===== config.mk =====
export PLATFORM = sky130hd
export DESIGN_NAME = bucv_cordic_cell
export DESIGN_NICKNAME = d
export VERILOG_FILES = /design/src/hw/rtl/bucv_pkg.sv /design/src/hw/rtl/bucv_cordic_cell.sv
export SDC_FILE = /design/constraint.sdc
export NUM_CORES = 1
export LEC_CHECK = 0
export ABC_AREA = 0
export BUFFER_PORTS_ARGS = -buffer_cell sky130_fd_sc_hd__buf_2
export CAP_MARGIN = 20
export CORE_MARGIN = 2
export CORE_UTILIZATION = 30
export CTS_CLUSTER_DIAMETER = 120
export DETAILED_ROUTE_END_ITERATION = 8
export HOLD_SLACK_MARGIN = 0.12
export SLEW_MARGIN = 40
export SYNTH_ARGS = -nofsm -noshare
export SYNTH_HDL_FRONTEND = slang
export SYNTH_SLANG_ARGS = --single-unit

===== constraint.sdc =====
create_clock -name clk -period 1 [get_ports clk]
set_clock_uncertainty 0.2 [all_clocks]
set_input_delay 0.2 -clock clk [delete_from_list [all_inputs] [get_ports clk]]
set_output_delay 0.2 -clock clk [all_outputs]
set_load 0.02 [all_outputs]

===== src/hw/rtl/bucv_pkg.sv =====
package bucv_pkg;

    // datapath widths
    localparam int XW       = 36;   // CORDIC x/y
    localparam int ZW       = 34;   // CORDIC angle accumulator, Q4.30
    localparam int NW       = 64;   // divider dividend / remainder
    localparam int DW       = 48;   // divider divisor
    localparam int QW       = 17;   // quotient bits (top bit marks overflow)
    localparam int ATAN_LEN = 24;

    localparam logic signed [15:0] HALF_PI_Q14 = 16'sd25736;
    localparam logic signed [16:0] PI_Q14      = 17'sd51472;
    localparam logic signed [15:0] SAT_POS     = 16'sh7fff;
    localparam logic signed [15:0] SAT_NEG     = 16'sh8000;
    localparam logic signed [XW-1:0] CORDIC_ONE = 36'sd1073741824;

    localparam logic [15:0] GEOM_RESET = 16'd4096;

    // configuration register indexes
    localparam logic [0:0] REG_WHEEL_RADIUS = 1'b0;
    localparam logic [0:0] REG_WHEELBASE    = 1'b1;

    // side information that travels with an item down the chain
    typedef struct packed {
        logic               mode;
        logic signed [15:0] a;
        logic signed [15:0] b;
        logic signed [32:0] p;
        logic signed [15:0] o1;
        logic               f1;
        logic               zdiv;
        logic               neg;
        logic               nz;
    } side_t;

    // arctangent of 2^-i in Q2.30
    function automatic logic [31:0] atan_q30(input int idx);
        logic [31:0] v;
        case (idx)
            0:  v = 32'd843314857;
            1:  v = 32'd497837829;
            2:  v = 32'd263043837;
            3:  v = 32'd133525159;
            4:  v = 32'd67021687;
            5:  v = 32'd33543516;
            6:  v = 32'd16775851;
            7:  v = 32'd8388437;
            8:  v = 32'd4194283;
            9:  v = 32'd2097149;
            10: v = 32'd1048576;
            11: v = 32'd524288;
            12: v = 32'd262144;
            13: v = 32'd131072;
            14: v = 32'd65536;
            15: v = 32'd32768;
            16: v = 32'd16384;
            17: v = 32'd8192;
            18: v = 32'd4096;
            19: v = 32'd2048;
            20: v = 32'd1024;
            21: v = 32'd512;
            22: v = 32'd256;
            23: v = 32'd128;
            default: v = 32'd0;
        endcase
        return v;
    endfunction

    // clamp to 16 bits signed
    function automatic logic signed [15:0] sat16(input logic signed [23:0] v);
        logic signed [15:0] r;
        if (v > 24'sd32767)
            r = SAT_POS;
        else if (v < -24'sd32768)
            r = SAT_NEG;
        else
            r = v[15:0];
        return r;
    endfunction

    function automatic logic ovf16(input logic signed [23:0] v);
        return (v > 24'sd32767) || (v < -24'sd32768);
    endfunction

endpackage


===== src/hw/rtl/bucv_cordic_cell.sv =====
module bucv_cordic_cell #(
    parameter int STAGE = 0
) (
    input  logic                          clk,
    input  logic                          rst_n,
    input  logic                          en,
    input  logic                          vld_in,
    input  logic signed [bucv_pkg::XW-1:0] x_in,
    input  logic signed [bucv_pkg::XW-1:0] y_in,
    input  logic signed [bucv_pkg::ZW-1:0] z_in,
    input  bucv_pkg::side_t               side_in,
    output logic                          vld_out,
    output logic signed [bucv_pkg::XW-1:0] x_out,
    output logic signed [bucv_pkg::XW-1:0] y_out,
    output logic signed [bucv_pkg::ZW-1:0] z_out,
    output bucv_pkg::side_t               side_out
);
    import bucv_pkg::*;

    localparam logic signed [ZW-1:0] ANGLE = $signed(ZW'(atan_q30(STAGE)));

    logic                 vld_reg;
    logic signed [XW-1:0] x_reg, y_reg, x_next, y_next, xs, ys;
    logic signed [ZW-1:0] z_reg, z_next;
    side_t                side_reg;
    logic                 y_pos, turn_neg;

    assign xs = x_in >>> STAGE;
    assign ys = y_in >>> STAGE;

    // vectoring (mode 0) drives y toward zero, rotation (mode 1) drives z toward zero
    assign y_pos    = !y_in[XW-1] && (y_in != '0);
    assign turn_neg = side_in.mode ? !z_in[ZW-1] : !y_pos;

    always_comb
    begin
        if (turn_neg)
        begin
            x_next = x_in - ys;
            y_next = y_in + xs;
            z_next = z_in - ANGLE;
        end
        else
        begin
            x_next = x_in + ys;
            y_next = y_in - xs;
            z_next = z_in + ANGLE;
        end
    end

    always_ff @(posedge clk or negedge rst_n)
    begin
        if (!rst_n)
            vld_reg <= 1'b0;
        else if (en)
            vld_reg <= vld_in;
    end

    always_ff @(posedge clk)
    begin
        if (en)
        begin
            x_reg    <= x_next;
            y_reg    <= y_next;
            z_reg    <= z_next;
            side_reg <= side_in;
        end
    end

    assign vld_out  = vld_reg;
    assign x_out    = x_reg;
    assign y_out    = y_reg;
    assign z_out    = z_reg;
    assign side_out = side_reg;

endmodule


# After elaboration in Yosys (flattened, before gate mapping)
# Index checks and enable logic that the tools add are counted.
[totals] regBits=193 in_bits=196 output_inout_bits=193 wordCells=27
[classes] n_addsub=5 n_mux=4 n_reduce_logical=5
[op_table] operator="36-bit two-way mux" n=2
[op_table] operator="36-bit subtractor" n=2
[op_table] operator="36-bit adder" n=1
[op_table] operator="36-bit nonzero test" n=1
[op_table] operator="34-bit by 31-bit adder with 34-bit output (second input constant)" n=1
[op_table] operator="34-bit two-way mux" n=1
[op_table] operator="34-bit by 31-bit subtractor with 34-bit output (second input constant)" n=1
[op_table] operator="1-bit logical NOT" n=3
[op_table] operator="1-bit logical AND" n=1
[op_table] operator="1-bit two-way mux" n=1

# Logic depth before layout (Yosys ltp)
[depth] depth_word=5 depth_mapped=20 mapped_depth_nobuf=17

# Worst setup path before layout
# Ideal clock, no wire load.
[synth_timing] path_kind="input -> register" startpoint="input y_in[11] (netlist name)" endpoint="register z_reg[33], in the netlist z_out[33] (data pin)" setup_time_ns=0.259 arrival_ns=4.681 required_ns=0.541 setup_slack_ns=-4.141 cell_stages=20 path_buffers=4 path_cell_list="nor4_1 -> nand4_1 -> nor2_1 -> a41o_1 -> o21a_1 -> clkbuf_1 -> clkbuf_1 -> buf_1 -> ha_1 -> buf_6 -> a21o_1 -> a21o_1 -> a2111oi_4 -> o2111ai_1 -> a41o_1 -> a31o_1 -> and4_1 -> or3_1 -> a21oi_2 -> xor2_1"
[synth_via] elab_chain_len=5
[synth_rtl] element="from (decl)" line_no="bucv_cordic_cell.sv:9" source="input logic signed [bucv_pkg::XW-1:0] y_in,"
[synth_rtl] element="36-bit nonzero test" line_no="bucv_cordic_cell.sv:32" source="assign y_pos = !y_in[XW-1] && (y_in != '0);"
[synth_rtl] element="1-bit logical AND" line_no="bucv_cordic_cell.sv:32"
[synth_rtl] element="1-bit logical NOT" line_no="bucv_cordic_cell.sv:33" source="assign turn_neg = side_in.mode ? !z_in[ZW-1] : !y_pos;"
[synth_rtl] element="1-bit two-way mux" line_no="bucv_cordic_cell.sv:33"
[synth_rtl] element="34-bit two-way mux" line_no="bucv_cordic_cell.sv:37" source="if (turn_neg)"
[synth_rtl] element="named net z_next[33]" line_no="bucv_cordic_cell.sv:24" source="logic signed [ZW-1:0] z_reg, z_next;"
[synth_rtl] element="to (signal assigned)" line_no="bucv_cordic_cell.sv:65" source="z_reg <= z_next;"
[synth_rtl] element="to (decl)" line_no="bucv_cordic_cell.sv:24"
# The timed path passes the listed nets, and every way through them passes these cells.
# A chain may end at the register's enable or synchronous reset.

# Worst setup path after layout
[layout_timing] startpoint="input y_in[10] (netlist name)" endpoint="register z_reg[32], in the netlist z_out[32] (data pin)"
# The elaborated chain is that of the path after synthesis.

==> summary.md <==
| Metric | Value |
|---|---|
| Die Wd | roughly 220 um |
| Seq pwr share | 0.323 |
| Worst Hold Depth | 1 |
| Post-route minimum period | 3.96 ns |
| Top cell type's share of synthesized area | 0.422 |
| EDFF count, synth | 191 |
| FF/Latch Area | a little under 6000 um^2 |
| Final worst-path cycle share | 3.96 |
| Die area | 47000 um^2 |
| Skew-Pair Late Insertion Delay | 0.46 ns |
| Measured slew at the worst slew-check pin | 0.504 ns |
| Combinational share of power | 0.449 |
| Total CTS buffers | 17 |
| Floorplan Core Area | between 40000 and 50000 um^2 |
| Hold Crit Start | en |
| Register bit count reported by yosys | 192 |
| Avg Cell Area, Syn | 9.80 um^2 |
| Final Non-Filler Cells | 3007 |
| Critical-path top delay cell | o41a_1 |
| CTS clk-pin slew, worst paths | 0.07 ns |
| Drt wl/cell | 20.3 um |
| Io pins | 389 |
| Final setup fails | roughly 300 |
| Syn Inst Count | 1387 |
| Multi-input logic area | 9200 um^2 |
| Final net count | around 2700 |
| Kind of critical path | in2reg |
| Initial antenna violation count | 2 |
| Worst Path Arrival | 3.98 ns |
| Post-CTS Hold Buffers | 88 |
| Status | finished, violations left |
| Placed inst area | 20400 um^2 |
| First-pass GRT wire length | ~85000 um |
| Data required time of the worst path | just over 1 ns |
| Setup crit end kind | flop |
| Fill cell count | 3855 |
| Unique masters post-synth | 78 |
| Switching Share | 0.361 |
| CTS tree | done |
| Max frequency | between 200 and 300 MHz |
| DRT iter0 DRCs | 840 |
| Starting Density | 0.306 |
| Post-synthesis instance area | 13600 um^2 |
| Share of async-settable or async-resettable flops after synthesis | 0.00521 |
| # port buffers | approximately 390 |
| Largest net degree at the start of global routing | 76 |
| Setup ws final | -2.96 ns |
| Top cells by area, synth | edfxtp_1 42%, ha_1 13%, a21oi_1 6.1%, xnor2_1 4.7%, nor2_1 3.3% |
| Pre-antenna DRT Iters | 5 |
| Max cap viols | 0 |
| Max Slew Vio Count | 0 |
| Sequential fraction of the synthesis area | 0.424 |
| Clock share of power | 0.228 |
| Design area | 24700 um^2 |
| Final HPWL DP | 45300 um |
| CP startpoint | y_in[10] |
| Number of remaining DRC errors | 0 |
| Final hold violations | 5 |
| Worst path bufs/invs | 2 |
| PD cells | 1340 nW/um^2 |
| DR vias | approximately 15000 |
| Worst Path Max Fanout | 6 |
| Min-delay worst type | in2reg |
| Post-route ant nets | 0 |
| Chip height | 217 um |
| Post-Route WL | 61000 um |
| # rows | 77 |
| Leak Pwr | between 0.01 and 0.015 uW |
| GRT Total Usage | 0.241 |
| CP dominant cell by count | buf_6 |
| Crit-path cells | buf_6, nor4_1, nand2_1, nor2_1, a41o_1, o21a_4, buf_6, ha_4, nor2b_4, o31a_1, o41a_1, o311a_4, a21oi_4, o311ai_4, a31o_2, a221o_1, a21oi_2, xnor2_1 |
| Via density | 5.01 |
| Grt ovf | 0 |
| H-tree level count | 4 |
| CTS root buffer | clkbuf_16 |
| Hold Worst Slack | -0.0445 ns |
| Net Count, Synth | roughly 1700 |
| Ys Warns | 0 |
| Clk sink count | roughly 190 |
| Dpl cells | 2789 |
| Max-slew headroom | 0.662 |
| Reg2reg start | vld_out |
| CP peak stage delay | 0.37 ns |
| Ys flop type | edfxtp_1 |
| CP top delay family | compound AO/OA/AOI/OAI gates |
| Yosys top cell by area | edfxtp_1 |
| CTS max path bufs | 2 |
| Reg2Reg Depth | 1 |
| Number of global-route vias before repair | approximately 15000 |
| RSZ-0062 raised after global routing | yes |
| Crit path launch type | input pin |
| Layout cell share with drive strength beyond 1 | 0.541 |
| Internal power | 21200 uW |
| Failing checks | negative hold slack, negative setup slack |
| Pwr Total | ~33000 uW |
| Max IR drop VDD | around 920 uV |
| P&R area growth vs syn | 81.6% |
| Switching power of the nets | 12000 uW |
| Crit. path cell count | 18 |
| RePlAce Congestion | 1.00 |
==> power by group through the flow <==
stage	logic (uW)	clock network (uW)	registers [uW]
2_1_floorplan	4960	0	12200
3_3_place_gp	12000	0	10900
3_5_place_dp	12100	0	10900
4_1_cts	13500	7780	10700
5_1_grt	15800	8080	10800
6_report	14900	7580	10700
==> synth_stat cells (14+ instances only) <==
master    instances
nor3_1           27
nand3_1          22
edfxtp_1        191
a21o_1           37
a21oi_1         165
nor4_1           17
xor2_1           23
o21ai_0          59
o21ai_1          39
o211ai_1         14
ha_1            137
nand2_1          61
o21bai_1         27
inv_1           105
nor2_1          119
clkbuf_1         34
xnor2_1          73
==> repair_timing <==
action                                 CTS  global route
buffers inserted                        56            45
resized for setup                      228           191
setup endpoints to repair              296           297
endpoints found under the hold margin  137            38
gates cloned                             1             8
pin swaps                              107           100
==> registers in the layout, indices dropped and copies added, names as in the netlist <==
signal and cells:
y_out 36, x_out 35, vld_out 1, side_out 86
z_out 34
==> final cells by class <==
cell class                 count  area share
multi-input combinational   1027       0.373
clock buffer                  18      0.0178
sequential                   192       0.234
tap                          592      0.0300
antenna                        2    0.000203
timing repair buffer        1044       0.316
clock inverter                14     0.00852
inverter                     118      0.0214
==> placed cells by master (no fill, tap or decap), types with 19 or more instances in the layout <==
cell type      count
dlygate4sd3_1     88
inv_1             93
clkbuf_16         20
xnor2_1           61
o21ai_0           38
a21oi_2           42
edfxtp_1         191
o21ai_2           29
o21bai_1          21
nor2_1            96
ha_1             101
buf_6             86
ha_4              34
buf_4            489
a21oi_4           19
buf_2            356
xor2_1            20
nand2_1           51
a21oi_1          106
o21ai_1           24
a21o_1            37
==> logic make-up (layout without fill, tap and decap cells) <==
kind of cell | after synthesis | count (layout) | share of synthesized area
muxes | 14 | 14 | 0.0104
xor gates and xnor gates | 96 | 96 | 0.0619
adders and majority gates | 141 | 141 | 0.132
and+or+nand+nor | 328 | 328 | 0.115
buffers and inverters | 168 | 1194 | 0.0478
DFF | 192 | 192 | 0.424
other | 0 | 2 | 0
AOI/OAI and AO/OA | 448 | 448 | 0.209
==> per-layer routing <==
metal / share of wire / global-route usage
met3: 0.057 / 0.0460
met4: 0.041 / 0.0865
met5: 0 / 0
met1: 0.39 / 0.268
met2: 0.51 / 0.454
==> per-stage QoR <==
step / hold WS (ns) / TNS [ns] / util / setup slack (ns)
floorplan: -0.296 / -169.11 / - / -3.19
global placement: -0.225 / -308.11 / 0.459 / -3.66
detailed placement: -0.220 / -304.26 / 0.459 / -3.72
CTS: -0.0687 / -265.19 / 0.525 / -2.97
global route: -0.0687 / -276.29 / 0.556 / -3.13
finish: -0.0445 / -258.59 / 0.556 / -2.96
==> worst paths after layout <==
path,endpoint,slack [ns]
max,z_out[32],-2.96
min in group asynchronous,vld_out,0.36
min reg2reg,vld_out,0.35
max in group asynchronous,vld_out,0.12
max reg2reg,vld_out,0.01
min,side_out[9],-0.04
Power figures use the tool's default switching activity.
