[src/hw/rtl/bucv_pkg.sv]
package bucv_pkg;

    // datapath widths
    localparam int XW       = 36;   // CORDIC x/y
    localparam int ZW       = 34;   // CORDIC angle accumulator, Q4.30
    localparam int NW       = 64;   // divider dividend / remainder
    localparam int DW       = 48;   // divider divisor
    localparam int QW       = 17;   // quotient bits (top bit marks overflow)
    localparam int ATAN_LEN = 24;

    localparam logic signed [15:0] HALF_PI_Q14 = 16'sd25736;
    localparam logic signed [16:0] PI_Q14      = 17'sd51472;
    localparam logic signed [15:0] SAT_POS     = 16'sh7fff;
    localparam logic signed [15:0] SAT_NEG     = 16'sh8000;
    localparam logic signed [XW-1:0] CORDIC_ONE = 36'sd1073741824;

    localparam logic [15:0] GEOM_RESET = 16'd4096;

    // configuration register indexes
    localparam logic [0:0] REG_WHEEL_RADIUS = 1'b0;
    localparam logic [0:0] REG_WHEELBASE    = 1'b1;

    // side information that travels with an item down the chain
    typedef struct packed {
        logic               mode;
        logic signed [15:0] a;
        logic signed [15:0] b;
        logic signed [32:0] p;
        logic signed [15:0] o1;
        logic               f1;
        logic               zdiv;
        logic               neg;
        logic               nz;
    } side_t;

    // arctangent of 2^-i in Q2.30
    function automatic logic [31:0] atan_q30(input int idx);
        logic [31:0] v;
        case (idx)
            0:  v = 32'd843314857;
            1:  v = 32'd497837829;
            2:  v = 32'd263043837;
            3:  v = 32'd133525159;
            4:  v = 32'd67021687;
            5:  v = 32'd33543516;
            6:  v = 32'd16775851;
            7:  v = 32'd8388437;
            8:  v = 32'd4194283;
            9:  v = 32'd2097149;
            10: v = 32'd1048576;
            11: v = 32'd524288;
            12: v = 32'd262144;
            13: v = 32'd131072;
            14: v = 32'd65536;
            15: v = 32'd32768;
            16: v = 32'd16384;
            17: v = 32'd8192;
            18: v = 32'd4096;
            19: v = 32'd2048;
            20: v = 32'd1024;
            21: v = 32'd512;
            22: v = 32'd256;
            23: v = 32'd128;
            default: v = 32'd0;
        endcase
        return v;
    endfunction

    // clamp to 16 bits signed
    function automatic logic signed [15:0] sat16(input logic signed [23:0] v);
        logic signed [15:0] r;
        if (v > 24'sd32767)
            r = SAT_POS;
        else if (v < -24'sd32768)
            r = SAT_NEG;
        else
            r = v[15:0];
        return r;
    endfunction

    function automatic logic ovf16(input logic signed [23:0] v);
        return (v > 24'sd32767) || (v < -24'sd32768);
    endfunction

endpackage

[src/hw/rtl/bucv_div_cell.sv]
module bucv_div_cell #(
    parameter int BIT = 0
) (
    input  logic                   clk,
    input  logic                   rst_n,
    input  logic                   en,
    input  logic                   vld_in,
    input  logic [bucv_pkg::NW-1:0] rem_in,
    input  logic [bucv_pkg::DW-1:0] den_in,
    input  logic [bucv_pkg::QW-1:0] quo_in,
    input  bucv_pkg::side_t        side_in,
    output logic                   vld_out,
    output logic [bucv_pkg::NW-1:0] rem_out,
    output logic [bucv_pkg::DW-1:0] den_out,
    output logic [bucv_pkg::QW-1:0] quo_out,
    output bucv_pkg::side_t        side_out
);
    import bucv_pkg::*;

    logic          vld_reg;
    logic [NW-1:0] rem_reg, rem_next;
    logic [DW-1:0] den_reg;
    logic [QW-1:0] quo_reg, quo_next;
    side_t         side_reg;
    logic [NW:0]   dsh, diff;
    logic          ge;

    // one restoring step: try to take den << BIT out of the remainder
    assign dsh  = (NW+1)'(den_in) << BIT;
    assign diff = {1'b0, rem_in} - dsh;
    assign ge   = !diff[NW];

    always_comb
    begin
        quo_next      = quo_in;
        quo_next[BIT] = ge;
        rem_next      = ge ? diff[NW-1:0] : rem_in;
    end

    always_ff @(posedge clk or negedge rst_n)
    begin
        if (!rst_n)
            vld_reg <= 1'b0;
        else if (en)
            vld_reg <= vld_in;
    end

    always_ff @(posedge clk)
    begin
        if (en)
        begin
            rem_reg  <= rem_next;
            den_reg  <= den_in;
            quo_reg  <= quo_next;
            side_reg <= side_in;
        end
    end

    assign vld_out  = vld_reg;
    assign rem_out  = rem_reg;
    assign den_out  = den_reg;
    assign quo_out  = quo_reg;
    assign side_out = side_reg;

endmodule

[config.mk]
export PLATFORM = sky130hd
export DESIGN_NAME = bucv_div_cell
export DESIGN_NICKNAME = d
export VERILOG_FILES = /design/src/hw/rtl/bucv_pkg.sv /design/src/hw/rtl/bucv_div_cell.sv
export SDC_FILE = /design/constraint.sdc
export NUM_CORES = 1
export LEC_CHECK = 0
export ABC_CLOCK_PERIOD_IN_PS = 1300
export BUFFER_PORTS_ARGS = -buffer_cell sky130_fd_sc_hd__buf_2
export CAP_MARGIN = 0
export CELL_PAD_IN_SITES_DETAIL_PLACEMENT = 1
export CELL_PAD_IN_SITES_GLOBAL_PLACEMENT = 2
export CORE_ASPECT_RATIO = 0.8
export CORE_UTILIZATION = 32
export CTS_CLUSTER_DIAMETER = 100
export DETAILED_ROUTE_END_ITERATION = 12
export PLACE_DENSITY = 0.84
export SYNTH_ARGS = -nofsm -noshare
export SYNTH_HDL_FRONTEND = slang
export SYNTH_SLANG_ARGS = --single-unit
export TNS_END_PERCENT = 20
[constraint.sdc]
create_clock -name clk -period 1.3 [get_ports clk]
set_input_delay 0.39 -clock clk [delete_from_list [all_inputs] [get_ports clk]]
set_output_delay 0.39 -clock clk [all_outputs]
set_load 0.005 [all_outputs]
; Word-level counts from Yosys, hierarchy flattened
; Cells that the tools add are included.
[op_classes]
magnitude_cmp = 0
muxes = 1
mul = 0
shift = 0
eq_ne = 0
bitwise = 0
n_addsub = 1
n_reduce_logical = 1
div = 0
[ops]
columns = cell, count
row1 = $sub A64 B48 Y65, 1
row2 = $mux W64, 1
row3 = $logic_not A1 Y1, 1
[word_totals]
rom_bits = 0
in_bits = 219
ram_bits = 0
latchBits = 0
memories = 0
output_inout_bits = 216
regBits = 216

; Depth between registers and ports, before layout
; Gate-level depths: netlist (run 1).
[logic_depth]
depth_word = 2
ltp_mapped = 13
ltp_nobuf = 12

; Least setup slack after synthesis (run 1)
; OpenSTA, ideal clock, no wires.
[synth_timing]
kind = input to register
start = input rem_in[0] (netlist bit)
end = register rem_reg[46] (netlist: rem_out[46]), data pin
required_ns = 1.042
arrival_time_ns = 2.626
setup_ns = 0.258
stages = 12
n_path_buf = 0
slack_ns = -1.584
path_cell_list = inv_1 -> ha_1 -> fa_1 -> nand2b_1 -> a21oi_1 -> o21a_1 -> a21oi_2 -> o311a_1 -> o21ai_1 -> a21boi_0 -> xnor2_1 -> a21oi_1
[synth_via]
elab_chain_cells = 2
[synth_rtl]
columns = item, line_no
row1 = from (decl), bucv_div_cell.sv:8  ; input logic [bucv_pkg::NW-1:0] rem_in,
row2 = $sub A64 B48 Y65, bucv_div_cell.sv:30  ; assign diff = {1'b0, rem_in} - dsh;
row3 = $mux W64, bucv_div_cell.sv:37  ; rem_next = ge ? diff[NW-1:0] : rem_in;
row4 = via rem_next[46], bucv_div_cell.sv:21  ; logic [NW-1:0] rem_reg, rem_next;
row5 = to (signal assigned), bucv_div_cell.sv:52  ; rem_reg <= rem_next;
row6 = to (decl), bucv_div_cell.sv:21
; The timed path passes the listed nets, and every way through them passes these cells.
; A chain may end at the register's enable or synchronous reset.

; Worst setup path in the final report (run 1)
[layout_timing]
start = input den_in[32] (netlist bit)
end = register rem_reg[61] (netlist: rem_out[61]), data pin
[layout_via]
elab_chain_cells = 2
[layout_rtl]
columns = item, line_no
row1 = from (decl), bucv_div_cell.sv:9  ; input logic [bucv_pkg::DW-1:0] den_in,
row2 = $sub A64 B48 Y65, bucv_div_cell.sv:30
row3 = $mux W64, bucv_div_cell.sv:37
row4 = via rem_next[61], bucv_div_cell.sv:21
; The timed path passes the listed nets, and every way through them passes these cells.

==> impl_metrics.toml, run 1 <==
[detailed_routing]
top_layer_used = "met5"
drtIter0Drc = 727
vias = 11060
drc_errors = 0
met2_length_mm = 25.32
wl_mm = 51.51
via_per_inst = 5.106
route.met3.wl_mm = 3.690
drt_first_pass_iters = 4
detail-route-antenna-nets = 0
wl_met1_mm = 20.64
wl_per_cell_um = 23.77

[logic_synthesis]
synth-async-reset-ratio_pct = 0.4630
syn_area_um2 = 10780
synth_edf_count = 215
ys_seq_area_share_pct = 60.11
avgSynthCellArea_um2 = 11.95
synth-seq-cells = 216
synth_warnings = 0
syn-num-nets = 1170
synthCells = 902
synth_cell_types = 64
ys.flop_type = "edfxtp_1"

[die]
die_h_um = 166.2
core_area_um2 = 32850
ios = 435
dieArea_um2 = 34440
num_rows = 59
die_w_um = 207.2
start_util_pct = 32.82

[timing]
setup_viol = 281
period_share_pct = 189.5
relSlewSlack_pct = 69.54
timing.hold.ws_ns = 0.01743
hold_violations = 0
finalMaxSlewViolations = 0
tightestPinTransition_ns = 0.4522
rsz0062_at_grt = "true"
worst_slack_ns = -1.164
max_clock_freq_ghz = 0.4058
min_period_ns = 2.464
skew_ns = 0

[finish]
fillers = 3492
multi_input_area_um2 = 5281
layout.area.seq_um2 = 6481
final_area_um2 = 19200
drive_gt1_share_pct = 59.72
final_cells = 2167
syn_to_final_growth_pct = 78.05
fin_nets = 1984

[setup_path]
end_kind = "flop"
path_max_fanout = 7
cp-start-kind = "input pin"
cp.arrival_ns = 2.75
required_ns = 1.59
critical_path_class = "in -> reg"

[clock_tree]
clkTransAtPathRegs_ns = 0.07
clk_path_buf_depth = 3
cts_made_buffers = 25
cts_num_sinks = 216
cts_root_buf = "clkbuf_16"
tritoncts = "done"
clk-insertion-delay-late_ns = 0.55
htreeDepth = 1

[run_status]
status = "finished, violations left"
violations = "setup timing"

[grt]
overflow = 0
grt_pass1_vias = 11860
grtUsageTotal_pct = 28.54
antenna_found_initial = 9
grt_pass1_wl_mm = 74.55
grt_max_degree = 29

[worst_hold_path]
hold_class = "in -> reg"

[pwr]
vdd_ir_drop_max_v = 0.0007500
power.density_nw_per_um2 = 1144
p_leak_nw = 8.248

[placed_design]
dpl.hpwl_mm = 36.06
placed_area_um2 = 15780
port_buffers = 433
dpl.cell_count = 2003
routabilityCongestion = 0.8744

[run]
timing.max_cap.violations = 0
[cells in the mapped netlist, types with 13 or more instances]
| cell | instances | area [um^2] |
|---|---|---|
| a21oi_1 | 108 | 540.5 |
| clkbuf_1 | 24 | 90.09 |
| edfxtp_1 | 215 | 6456 |
| ha_1 | 48 | 600.6 |
| inv_1 | 61 | 229.0 |
| nand2_1 | 56 | 210.2 |
| nand3_1 | 13 | 65.06 |
| nand4_1 | 25 | 156.4 |
| nor2_1 | 81 | 304.0 |
| nor3_1 | 17 | 85.08 |
| o21ai_0 | 43 | 215.2 |
| xnor2_1 | 30 | 262.8 |
| xor2_1 | 26 | 227.7 |
[worst paths after layout]
check	startpoint	to	slack, ns	cells after the start
max in group asynchronous	rst_n	vld_out$_DFFE_PN0P_	1.02	2
min	side_in[39]	side_out[39]$_DFFE_PP_	0.02	1
max	den_in[32]	rem_out[61]$_DFFE_PP_	-1.16	14
min reg2reg	vld_out$_DFFE_PN0P_	vld_out$_DFFE_PN0P_	0.57	1
min in group asynchronous	rst_n	vld_out$_DFFE_PN0P_	0.19	2
max reg2reg	vld_out$_DFFE_PN0P_	vld_out$_DFFE_PN0P_	0.51	1
[logic make-up (layout without fill, tap and decap cells)]
group,count (synthesis),count (layout),share of synthesized area (%)
AOI/OAI and AO/OA,224,224,12.56
and+or+nand+nor,244,244,11.01
buffers and inverters,99,930,4.270
other,0,7,0
muxes,14,14,1.752
xor gates and xnor gates,56,56,4.549
adders and majority gates,49,49,5.755
DFF,216,216,60.11
[final cells by class]
type                            count  area share, %
Clock inverter                     16         0.9189
Inverter                           61          1.362
Antenna cell                        7        0.09124
Multi-Input combinational cell    587          27.51
Tap cell                          427          2.783
Sequential cell                   216          33.76
Timing Repair Buffer              825          30.26
Clock buffer                       28          3.317
[flip-flops by register name (all words and copies together) (netlist names)]
signal and flops:
den_out 48, quo_out 17, rem_out 64, side_out 86
vld_out 1
[report_power, final]
group          switching (mW)  leakage (nW)  internal, mW  total (mW)
Sequential              0.254          2.12          8.50        8.76
Clock                    3.14         0.390          4.14        7.28
Combinational            2.94          5.74          2.98        5.93
[per-layer routing]
| metal | vias to the layer above | track usage (%) |
|---|---|---|
| li1 | 4979 | - |
| met1 | 5510 | 35.70 |
| met2 | 456 | 49.24 |
| met3 | 113 | 6.033 |
| met4 | 6 | 9.020 |
| met5 | - | 0 |
[critical path: stages]
cell and delay [ns]:
buf_2 0.10, inv_2 0.06, ha_4 0.29, nand4_1 0.25, buf_4 0.24, nor2_4 0.13, a32o_2 0.22, o211ai_4 0.12
a21oi_4 0.19, buf_12 0.17, nand3_4 0.13, buf_4 0.18, nor4_4 0.17, xor2_1 0.11
[timing repair]
item,in CTS,in global routing
hold endpoints to repair,69,0
pin swaps,72,56
hold buffers,69,0
cloned,6,0
buffers inserted,25,16
endpoints found under the setup margin,281,281
gates resized for setup,237,90
[per-stage QoR]
step,util [%],TNS (ns),power [mW],worst slack [ns]
floorplan,-,-83.89,10.70,-1.340
global route,58.43,-111.19,22.71,-1.226
global placement,48.02,-106.12,13.48,-1.744
finish,58.44,-101.57,21.96,-1.164
CTS,57.05,-102.66,21.60,-1.088
detailed placement,48.02,-111.45,13.65,-1.843
[layout by cell type, fill, tap and decap left out, types with 5 or more instances in the layout]
| cell type | n |
|---|---|
| nand3_1 | 8 |
| a21o_1 | 8 |
| buf_8 | 13 |
| diode_2 | 7 |
| nor3_2 | 8 |
| xor2_1 | 24 |
| nand2_1 | 49 |
| ha_4 | 33 |
| or3_1 | 6 |
| buf_16 | 5 |
| nor2_4 | 25 |
| mux2_4 | 10 |
| nor3_1 | 8 |
| o21ai_0 | 20 |
| nand2b_1 | 6 |
| buf_6 | 23 |
| nor2_1 | 43 |
| a21oi_1 | 59 |
| dlygate4sd3_1 | 69 |
| o211ai_1 | 5 |
| o21ai_1 | 12 |
| buf_2 | 416 |
| nand4_1 | 25 |
| a21oi_4 | 6 |
| o21a_1 | 10 |
| edfxtp_1 | 215 |
| inv_2 | 7 |
| nand2_2 | 6 |
| inv_1 | 47 |
| a21oi_2 | 45 |
| clkbuf_16 | 25 |
| buf_4 | 283 |
| ha_1 | 11 |
| xnor2_1 | 26 |
| buf_12 | 16 |
| nor2_2 | 13 |
| o21ai_2 | 8 |
Power figures use the tool's default switching activity.
==> run 2, diff against run 1 <==
- ABC_AREA: default -> 1
- CORE_UTILIZATION: 32 -> 31
- PLACE_DENSITY: 0.84 -> 0.86
==> run 2 against run 1 <==
The flow still finishes with violations (setup timing). Largest cell class unchanged. Synthesized area grew 18%. Flip-flop and latch count is the same. Sequential power shrank 0.6%. Critical endpoint is now rem_out[54]$_DFFE_PP_. Combinational power grew 2%. Hold slack gained 0.0072 ns. Cell count grew 37%. Maximum frequency grew 21%.
==> impl_metrics.toml, run 2 <==
[run_status]
status = "finished, violations left"
violations = "setup timing"

[pwr]
power.density_nw_per_um2 = 1061
vdd_ir_drop_max_v = 0.0009159
power_frac_seq_pct = 39.1
p_leak_nw = 10.49
p_int_mw = 15.61
pwr-share-comb_pct = 27.2
p_sw_mw = 6.671
p_sw_share_pct = 29.94
power.share.clock_pct = 33.7

[setup_path]
cp-start-kind = "input pin"
cp.arrival_ns = 2.45
cp_slowest_cell = "fa_2"
critical_path_class = "in -> reg"
path_max_fanout = 7
required_ns = 1.71
end_kind = "flop"
rrSetupSlack_ns = 0.56
path_cells = "buf_8 > inv_8 > ha_4 > fa_2 > inv_2 > nand2_2 > nand2_2 > nand3_2 > nand2_2 > nand2_2 > nand2_4 > nand2_2 > nand2_2 > nand2_4 > nand2_8 > inv_16 > buf_8 > buf_16 > a21oi_2"
slowest_delay_ns = 0.36
crit_top_cell = "nand2_2"

[clock_tree]
tritoncts = "done"
clk-insertion-delay-late_ns = 0.55
cts_root_buf = "clkbuf_16"
cts_num_sinks = 216
clkTransAtPathRegs_ns = 0.07
clk_path_buf_depth = 3
cts_made_buffers = 25
htreeDepth = 1

[logic_synthesis]
netlist.area_leader.share_pct = 50.59
synth-xor-area-share_pct = 2.127
syn_area_um2 = 12760
synth_cell_types = 36
synth_top_family_by_area = "simple AND/OR/NAND/NOR gates"
avgSynthCellArea_um2 = 8.165
yosys-top-cells-area = "edfxtp_1, nand2_1, inv_1, ha_1, nor2_1"
synth-async-reset-ratio_pct = 0.4630
yosysTopAreaCell = "edfxtp_1"
synth_warnings = 0
ys_seq_area_share_pct = 50.78
synth_edf_count = 215
synth-seq-cells = 216
synth_compound_area_share_pct = 4.382
synth_most_common_cell = "nand2_1"
synthCells = 1563
ys_top_cells_by_count = "nand2_1, inv_1, edfxtp_1, nor2_1, nand3_1"
ys.flop_type = "edfxtp_1"
synth-simple-area-share_pct = 26.57
synthAdderAreaFrac_pct = 4.863
synthMuxAreaShare_pct = 0.08824
syn-num-nets = 1831

[placed_design]
placed_area_um2 = 17790
routabilityCongestion = 0.9090
dpl.cell_count = 2809
port_buffers = 433
place_ws_ns = -1.469
dpl.hpwl_mm = 47.93

[detailed_routing]
drc_errors = 0
via_per_inst = 4.641
detail-route-antenna-nets = 0
drtIter0Drc = 740
wl_mm = 62.43
wl_per_cell_um = 21.02
drt_first_pass_iters = 4
vias = 13780

[grt]
grt_max_degree = 28
grt_pass1_wl_mm = 89.88
overflow = 0
grt_pass1_vias = 14600
antenna_found_initial = 9
grtUsageTotal_pct = 28.91

[timing]
hold_violations = 0
skew_ns = 0
setup_viol = 281
max_clock_freq_ghz = 0.4903
relSlewSlack_pct = 68.48
min_period_ns = 2.040
worst_slack_ns = -0.7396
tightestPinTransition_ns = 0.4679
rsz0062_at_grt = "true"
finalMaxSlewViolations = 0
period_share_pct = 156.9
timing.hold.ws_ns = 0.02458

[die]
dieArea_um2 = 41990
die_h_um = 183.5
num_rows = 66
core_area_um2 = 40630
ios = 435
die_w_um = 228.9
start_util_pct = 31.41

[worst_hold_path]
hold_class = "in -> reg"

[finish]
fin_nets = 2671
fillers = 5014
final_cells = 2970
drive_gt1_share_pct = 42.36
mostFrequentLayoutCell = "nand2_1"
syn_to_final_growth_pct = 64.48
layout_common_cells = "nand2_1, buf_2, inv_1"
postLayoutCoreUtil_pct = 51.67
largest_register_ff_count = 86
final_area_um2 = 20990

[run]
timing.max_cap.violations = 0
-- run 2: changes by cell type after synthesis, sizes merged, moves of 10 or more --
cell / delta
a21oi: -57
clkbuf: -24
inv: +287
mux2: -11
nand2: +541
nand3: +60
nand4: -13
nor2: +32
nor3: -10
o21a: -10
xor2: -25
-- run 2: power groups by stage --
stage	sequential [mW]	clock [mW]	combinational (mW)
6_report	8.71	7.52	6.05
3_3_place_gp	8.82	0	5.03
2_1_floorplan	8.89	0	1.88
5_1_grt	8.77	7.88	6.50
3_5_place_dp	8.83	0	5.14
4_1_cts	8.70	7.67	5.84
-- run 2: what timing repair did --
item | CTS | global route
pin swaps | 19 | 8
hold buffers | 86 | 0
buffers inserted | 14 | 5
hold endpoints to repair | 86 | 0
gates resized for setup | 177 | 68
gates cloned | 7 | 3
endpoints found under the setup margin | 281 | 281
-- run 2: logic make-up after synthesis --
kind of cell / Yosys count
xor+xnor: 31
simple gates: 815
compound gates: 90
mux: 1
flops: 216
buf+inv: 361
fa+ha+maj: 49
-- run 2: stage by stage --
stage | power [mW] | TNS, ns
finish | 22.28 | -80.00
global route | 23.14 | -91.14
CTS | 22.21 | -77.76
detailed placement | 13.97 | -84.48
global placement | 13.85 | -82.16
floorplan | 10.78 | -63.89
-- run 2: worst paths after layout --
kind	startpoint	to	cells past startpoint
worst max-delay path	rem_in[0]	rem_out[54]$_DFFE_PP_	19
worst min-delay path	side_in[3]	side_out[3]$_DFFE_PP_	1
worst max register to register	vld_out$_DFFE_PN0P_	vld_out$_DFFE_PN0P_	1
worst min register to register	vld_out$_DFFE_PN0P_	vld_out$_DFFE_PN0P_	1
max in group asynchronous	rst_n	vld_out$_DFFE_PN0P_	2
min in group asynchronous	rst_n	vld_out$_DFFE_PN0P_	2
-- run 2: cell type report --
type	instances	area (um^2)	share of cell area, %
inverter	349	1334	6.354
sequential	216	6481	30.88
timing repair inverter	1	20.02	0.09537
antenna	4	10.01	0.04768
tap	544	680.7	3.243
clock inverter	18	214.0	1.019
multi-input combinational	986	5916	28.18
timing repair buffer	824	5699	27.15
clock buffer	28	636.9	3.034
-- run 2: routing by layer --
layer | up-vias | track usage (%) | share of wire, %
met5 | - | 1.157 | 0.053
met4 | 6 | 7.147 | 2.1
met3 | 79 | 6.064 | 6.7
met2 | 446 | 47.68 | 47
met1 | 6700 | 38.61 | 45
li1 | 6553 | - | -
-- run 2: worst max-delay path, delay by kind of cell --
kind / cells / cell delay [ns]
simple gates: 10 / 0.84
compound gates: 1 / 0.11
fa+ha+maj: 2 / 0.51
buf+inv: 6 / 0.60
==> run 3, diff against run 2 <==
- PLACE_DENSITY: 0.86 -> 0.9
- RECOVER_POWER: default -> 50
==> run 3 against run 2 <==
The run still ends with setup timing left. Critical path type unchanged. Critical path depth stayed put. Combinational power rose by 1%. Power is 0.69% lower. Core utilization fell by 0.47 points.
==> impl_metrics.toml, run 3 (synthesis gave the netlist of run 2 again) <==
[clock_tree]
clk_path_buf_depth = 3
cts_made_buffers = 25
cts_num_sinks = 216
clkTransAtPathRegs_ns = 0.07
clk-insertion-delay-late_ns = 0.55
cts_root_buf = "clkbuf_16"
tritoncts = "done"
htreeDepth = 1

[pwr]
power.density_nw_per_um2 = 1064
p_leak_nw = 10.26
vdd_ir_drop_max_v = 0.001003

[setup_path]
crit_end = "rem_out[19]$_DFFE_PP_"
critical_path_class = "in -> reg"
r2r_end = "vld_out$_DFFE_PN0P_"
path_max_fanout = 8
rrSetupSlack_ns = 0.55
worstSetupStartpoint = "rem_in[0]"
reg2regPathDepth = 1
worstReg2RegStart = "vld_out$_DFFE_PN0P_"
end_kind = "flop"
cp.arrival_ns = 2.44
required_ns = 1.61
cp-start-kind = "input pin"

[die]
die_h_um = 183.5
start_util_pct = 31.41
num_rows = 66
die_w_um = 228.9
dieArea_um2 = 41990
core_area_um2 = 40630
ios = 435

[finish]
drive_gt1_share_pct = 43.01
final_area_um2 = 20800
fin_nets = 2648
mostFrequentLayoutCell = "nand2_1"
fillers = 4947
postLayoutCoreUtil_pct = 51.20
largest_register_ff_count = 86
layout_common_cells = "nand2_1, buf_2, inv_1"
syn_to_final_growth_pct = 63.00
final_cells = 2946

[placed_design]
placed_area_um2 = 17850
dpl.hpwl_mm = 48.75
dpl.cell_count = 2817
port_buffers = 433
routabilityCongestion = 0.9113

[detailed_routing]
drt_first_pass_iters = 5
detail-route-antenna-nets = 0
via_per_inst = 4.713
drc_errors = 0
wl_mm = 63.43
wl_per_cell_um = 21.53
vias = 13890
drtIter0Drc = 803

[grt]
overflow = 0
grt_max_degree = 32
grt_pass1_vias = 14450
grt_pass1_wl_mm = 89.80
busiest_layer = "met2"
grtUsageMet2_pct = 47.51
grtUsageTotal_pct = 28.88
grt.met3_usage_pct = 5.862
antenna_found_initial = 8
met1_usage_pct = 38.54

[run_status]
status = "finished, violations left"
violations = "setup timing"

[worst_hold_path]
hold_class = "in -> reg"

[timing]
tightestPinTransition_ns = 0.9927
rsz0062_at_grt = "true"
finalMaxSlewViolations = 0
max_clock_freq_ghz = 0.4675
min_period_ns = 2.139
skew_ns = 0
relSlewSlack_pct = 33.71
finalSetupTns_ns = -89.34
hold_violations = 0
worst_slack_ns = -0.8391
setup_viol = 351
period_share_pct = 164.5

[run]
timing.max_cap.violations = 0
run 3: cell types whose count changed in the layout (fill, tap and decap cells not counted), sizes merged:
cell	change
buf	-40
clkbuf	+51
clkinv	+2
dlygate4sd3	-36
clkinvlp	-2
diode	+1
bufinv	-1
dlymetal6s2s	+1
run 3: report_power, final:
| group | internal, mW | leakage [nW] | switching (mW) |
|---|---|---|---|
| Combinational | 2.73 | 7.74 | 3.37 |
| Clock | 4.13 | 0.398 | 3.18 |
| Sequential | 8.48 | 2.12 | 0.229 |
| Total | 15.3 | 10.3 | 6.78 |
run 3: layer usage:
layer	wire, um	share of wire [%]	up-vias
met2	29510	47	492
met3	4314	6.8	107
li1	-	-	6511
met1	27500	43	6773
met4	2088	3.3	2
met5	13	0.020	-
run 3: final cells by class:
type                       count  area, um^2  area share (%)
antenna                        5       12.51         0.06015
clock buffer                  27       633.1           3.043
tap                          544       680.7           3.272
sequential                   216        6481           31.16
timing repair buffer         801        5341           25.68
inverter                     349        1339           6.436
clock inverter                17       178.9          0.8601
timing repair inverter         1       16.27         0.07819
multi-input combinational    986        6120           29.42
run 3: worst min-delay path by stage:
stage | start | endpoint | slack [ns] | cells after the start
2_1_floorplan | rst_n | vld_out$_DFFE_PN0P_ | 0.09 | 0
3_3_place_gp | rst_n | vld_out$_DFFE_PN0P_ | 0.17 | 1
3_5_place_dp | rst_n | vld_out$_DFFE_PN0P_ | 0.17 | 1
4_1_cts | side_in[33] | side_out[33]$_DFFE_PP_ | 0.00005 | 1
5_1_grt | quo_in[2] | quo_out[2]$_DFFE_PP_ | 0.00003 | 1
6_report | side_in[33] | side_out[33]$_DFFE_PP_ | 0.01 | 1
run 3: through the flow:
stage	power, mW	hold WS [ns]	setup WS, ns
finish	22.13	0.01326	-0.8391
CTS	21.95	0.00004730	-0.5984
global placement	13.84	0.1674	-1.368
global route	22.94	0.00003414	-0.8483
detailed placement	14.00	0.1722	-1.400
floorplan	10.78	0.09441	-1.060
run 3: worst max-delay path, cell delays in order:
cell and delay (ns):
buf_8 0.09, inv_8 0.03, ha_4 0.18, fa_2 0.41, inv_2 0.09, nand2_2 0.06, nand2_2 0.06, nand3_2 0.07
nand2_2 0.10, nand2_2 0.06, nand2_2 0.10, nand2_2 0.07, nand2_4 0.08, nand2_4 0.07, nand2_8 0.15, inv_16 0.08
buf_12 0.16, nand2_2 0.06, o21ai_1 0.10
run 3: repair_timing:
action	CTS	global route
hold endpoints to repair	50	0
pin swaps	25	15
hold buffers	50	0
endpoints found under the setup margin	281	281
gates resized for setup	236	77
gates cloned	8	1
buffers inserted	15	7
